--- config.mk ---
export PLATFORM = sky130hd
export DESIGN_NAME = pstbp_mul
export DESIGN_NICKNAME = d
export VERILOG_FILES = /design/src/hdl/pstbp_pkg.sv /design/src/hdl/pstbp_mul.sv
export SDC_FILE = /design/constraint.sdc
export NUM_CORES = 2
export LEC_CHECK = 0
export ABC_AREA = 0
export BUFFER_PORTS_ARGS = -buffer_cell sky130_fd_sc_hd__clkbuf_2
export CAP_MARGIN = 10
export CORE_MARGIN = 4
export CORE_UTILIZATION = 62
export DETAILED_ROUTE_END_ITERATION = 6
export GPL_ROUTABILITY_DRIVEN = 0
export PLACE_DENSITY = 0.8
export SLEW_MARGIN = 20
export SYNTH_ARGS = -nofsm -noshare
export SYNTH_HDL_FRONTEND = slang
export SYNTH_SLANG_ARGS = --single-unit
--- constraint.sdc ---
create_clock -name i_clk -period 19.9 [get_ports i_clk]
set_input_delay 1.99 -clock i_clk [delete_from_list [all_inputs] [get_ports i_clk]]
set_output_delay 1.99 -clock i_clk [all_outputs]
set_load 0.01 [all_outputs]
--- src/hdl/pstbp_pkg.sv ---
package pstbp_pkg;

    localparam int DEF_ENTRIES = 256;

    localparam int ADDR_W  = 32;
    localparam int TIME_W  = 63;
    localparam int TOK_W   = 56;
    localparam int RATE_W  = 24;
    localparam int BURST_W = 25;
    localparam int CAP_W   = 9;
    localparam int TTL_W   = 16;
    localparam int CFG_W   = 25;
    localparam int MUL_W   = 32;

    // One whole token in scaled units.
    localparam logic [29:0] ONE_TOKEN = 30'd1000000000;
    localparam logic [TTL_W-1:0] DEF_TTL_S = 16'd30;

    typedef enum logic [1:0] {
        CFG_RATE  = 2'd0,
        CFG_BURST = 2'd1,
        CFG_CAP   = 2'd2,
        CFG_TTL   = 2'd3
    } t_cfg_idx;

    typedef enum logic [4:0] {
        S_IDLE,
        S_MOD,
        S_MOD1,
        S_MOD2,
        S_TTL,
        S_THR,
        S_SCAN,
        S_DECIDE,
        S_H0,
        S_H1,
        S_H2,
        S_H3,
        S_H4,
        S_H5,
        S_C0,
        S_C1,
        S_TAKE
    } t_state;

    typedef struct packed {
        logic [ADDR_W-1:0]  addr;
        logic [TOK_W-1:0]   tokens;
        logic [TIME_W-1:0]  refill;
        logic [TIME_W-1:0]  seen;
        logic [RATE_W-1:0]  rate;
        logic [BURST_W-1:0] burst;
    } t_entry;

    typedef struct packed {
        logic   en;
        logic   set_valid;
        t_entry data;
    } t_tbl_wr;

endpackage

--- src/hdl/pstbp_mul.sv ---
module pstbp_mul (
    input  logic                            i_clk,
    input  logic [pstbp_pkg::MUL_W-1:0]     i_a,
    input  logic [pstbp_pkg::MUL_W-1:0]     i_b,
    output logic [2*pstbp_pkg::MUL_W-1:0]   o_p
);
    import pstbp_pkg::*;

    logic [2*MUL_W-1:0] r_p;

    // Registered product; the sequencer reads it in the cycle after it sets up the operands.
    always_ff @(posedge i_clk) begin
        r_p <= i_a * i_b;
    end

    assign o_p = r_p;

endmodule

==> summary by stage <==
Placement
The worst setup slack before clock tree synthesis is 10.05 ns. The placed wire-length estimate is 69800 µm. Buffers placed on the I/O ports in this run total about 130.

Layout
Relative to the synthesized area, the layout overhead comes to 3.38%. The filler cells instantiated in the layout total 4418. The area taken by multi-input logic gates is 29300 µm².

For this run, the post-layout net count is between 4000 and 5000. The number of antenna diodes is 0. Of the cells placed in the final design, the portion with a size suffix greater than 1 is 0.0464. The register with the most flip-flops in the layout has 64 of them. The register cell area after layout is 1280 µm².

Synth
Counting flops with an async set or reset pin after synthesis yields a share of 0. The synthesized area per cell is 9.25 µm². The sequential element share of the synthesized area is 0.0369. The synthesized netlist contains 57 unique library cells. By count the netlist is led by fa_1 (896), inv_1 (865), and2_1 (602), nand2_1 (480), ha_1 (263). The fraction of post-synthesis cell area in the top cell type by area is 0.517. The cell area after technology mapping is around 35000 µm². Synthesis produced a netlist whose cell count is between 3000 and 4000.

The main flop type after synthesis is dfxtp_1. Synthesis produced a netlist with a net count of 4972. Sorting the synthesized cells by area gives the leading types as fa_1 (52%), and2_1 (11%), ha_1 (9.5%). During synthesis, Yosys emitted a total of 0 warnings. The synthesized design contains 0 enable-type register cells. The post-synthesis register bit count is between 60 and 70. fa_1 is the most common cell in the netlist. The biggest area consumer among synthesized cells is fa_1.

Global route
For this run the aggregate overflow at the end of global routing stands at 0. The first-pass GRT wire length is 146000 µm. The number of global-route vias before repair is roughly 28000. The total global routing track utilization is 0.311. The initial antenna violation count is 1. Entering global routing, the biggest net connects 33 pins.

Outcome
The run finished with clean final reports.

Critical path
The critical path required time is ~20 ns. The top cell family by delay on the critical path is adder cells. The endpoint class of the critical path is a flop. The critical path is of the in2reg type. The nature of the critical path startpoint is an input pin. Walking the worst path, the cells encountered are clkbuf_2, and2_1, fa_1, inv_1, fa_1, fa_1, fa_1, inv_1, fa_1, fa_1, fa_1, inv_1, fa_1, inv_1, ha_1, nand4_1, or4_1, or3_1, a31oi_1, a31o_2, a211oi_1, o21ai_1, xor2_1. For this design, the slowest cell found on the critical path is fa_1.

The most numerous cell on the critical path is fa_1. The largest stage delay on the critical path is 0.57 ns. The number of buffer and inverter stages on the critical path is 5. The arrival time at the worst endpoint is 9.86 ns. The maximum net fanout on the critical path is 32.

Timing
At the pin with the least slew margin, the transition time is ~1 ns. The shortest clock period the worst path allows after layout is 9.59 ns. The final critical-path setup slack is 10.31 ns. The final max-slew violation count is 0. The portion of the clock cycle consumed by the worst path in the final layout is 0.482. The number of hold violations in the final report is 0. In the final timing run, aggregate negative setup slack is 0 ns.

Setup repair after global routing left no endpoint under its margin. The count of endpoints failing setup in the final report is 0. In this run the tightest slew margin relative to its limit is 0.321. Derived from the worst setup path, the maximum achievable clock frequency is 0.104 GHz.

Route
The number of nets still failing antenna checks after routing is 0. The via count is 25200. In the routed layout, each cell is associated on average with a via count of 5.68. Before antenna repair, the detailed router went through 5 iterations. Wires add up to 88900 µm. The detailed router finished its first iteration with 1507 violations. Dividing the detail-routed wire length by the instance count gives 20.1 µm. The count of unresolved DRC violations after routing is 0.

Die
For this configuration, the core starts out at a cell density of 0.628. The area inside the core boundary is 55200 µm². The die covers 59800 µm².

After floorplanning, the core was divided into 86 placement rows. The die is 244 µm wide. The I/O pin count is 129. The height of the die is 244 µm.

CTS
The H-tree was split into 3 levels. The clock-pin slew reported for the worst setup and hold paths after clock tree synthesis is 0.05 ns. The hold-fix buffer count after cts is 0. The clock passes through at most 2 buffers. The number of clock sinks seen by CTS is 64. In this run the post-CTS setup repair buffer count came out at 0. The post-cts repair resize count is 0. In this run the clock root is driven by a clkbuf_16. The clock buffer count from CTS is 9. TritonCTS built the clock tree.

Worst hold path
The worst hold path class is in2reg.

Run
Max-cap violations in this run came to 0.
tightest hold or removal path, delay by kind of cell:
family	cells	cell delay (ns)
simple gates	1	0.21
buf+inv	2	0.33
layout by cell type (no fill, tap or decap), drive strengths merged, types with 3 or more instances in the layout:
master and instances:
and4 3, o31ai 5, a221oi 4, nand4 23, xnor2 35, fa 896
nand2 480, o21ai 26, nor3 7, a21boi 3, or2 3, a21o 40
or4 3, a211oi 3, dfxtp 64, bufinv 3, and2 602, clkbuf 139
a31oi 12, inv 865, xor2 25, o21a 9, a221o 4, buf 11
a21oi 66, ha 263, or3 3, o221ai 3, nand3 10, o21bai 11
and3 14, nor2 20
kinds of logic after synthesis:
kind of cell | share of synthesized area
fa+ha+maj | 0.612
mux | 0.000289
xor+xnor | 0.0152
simple gates | 0.176
compound gates | 0.0415
buf+inv | 0.118
flops | 0.0369
stage by stage:
stage	instance area [µm²]	hold slack, ns	utilization	std cells
after global routing	35800	2.26	0.649	4431
after detailed placement	35500	2.38	0.643	4415
final	35800	2.25	0.649	4431
after CTS	35800	2.24	0.649	4431
after global placement	35500	2.38	0.643	4415
after floorplan	34700	2.12	-	3748
cell type report:
class / instances / share of cell area
Multi-Input combinational cell: 2599 / 0.818
Tap cell: 748 / 0.0261
Clock inverter: 5 / 0.00290
Sequential cell: 64 / 0.0357
Timing Repair Buffer: 139 / 0.0202
Inverter: 865 / 0.0906
Clock buffer: 11 / 0.00677
metal layers:
| metal | share of wire | global-route usage | vias to the layer above |
|---|---|---|---|
| met2 | 0.51 | 0.545 | 1169 |
| met5 | 0 | 0 | - |
| met3 | 0.070 | 0.0446 | 372 |
| met1 | 0.35 | 0.365 | 12900 |
| li1 | - | - | 10700 |
| met4 | 0.075 | 0.187 | 0 |
final timing paths:
path	from	cells after the start	slack [ns]	to
max	i_a[17]	23	10.31	o_p[62]$_DFF_P_
min	i_b[0]	3	2.25	o_p[0]$_DFF_P_
Power is left out: the tool's default activity adds up to more than one toggle a clock period on the data nets, which glitch-free logic cannot reach.
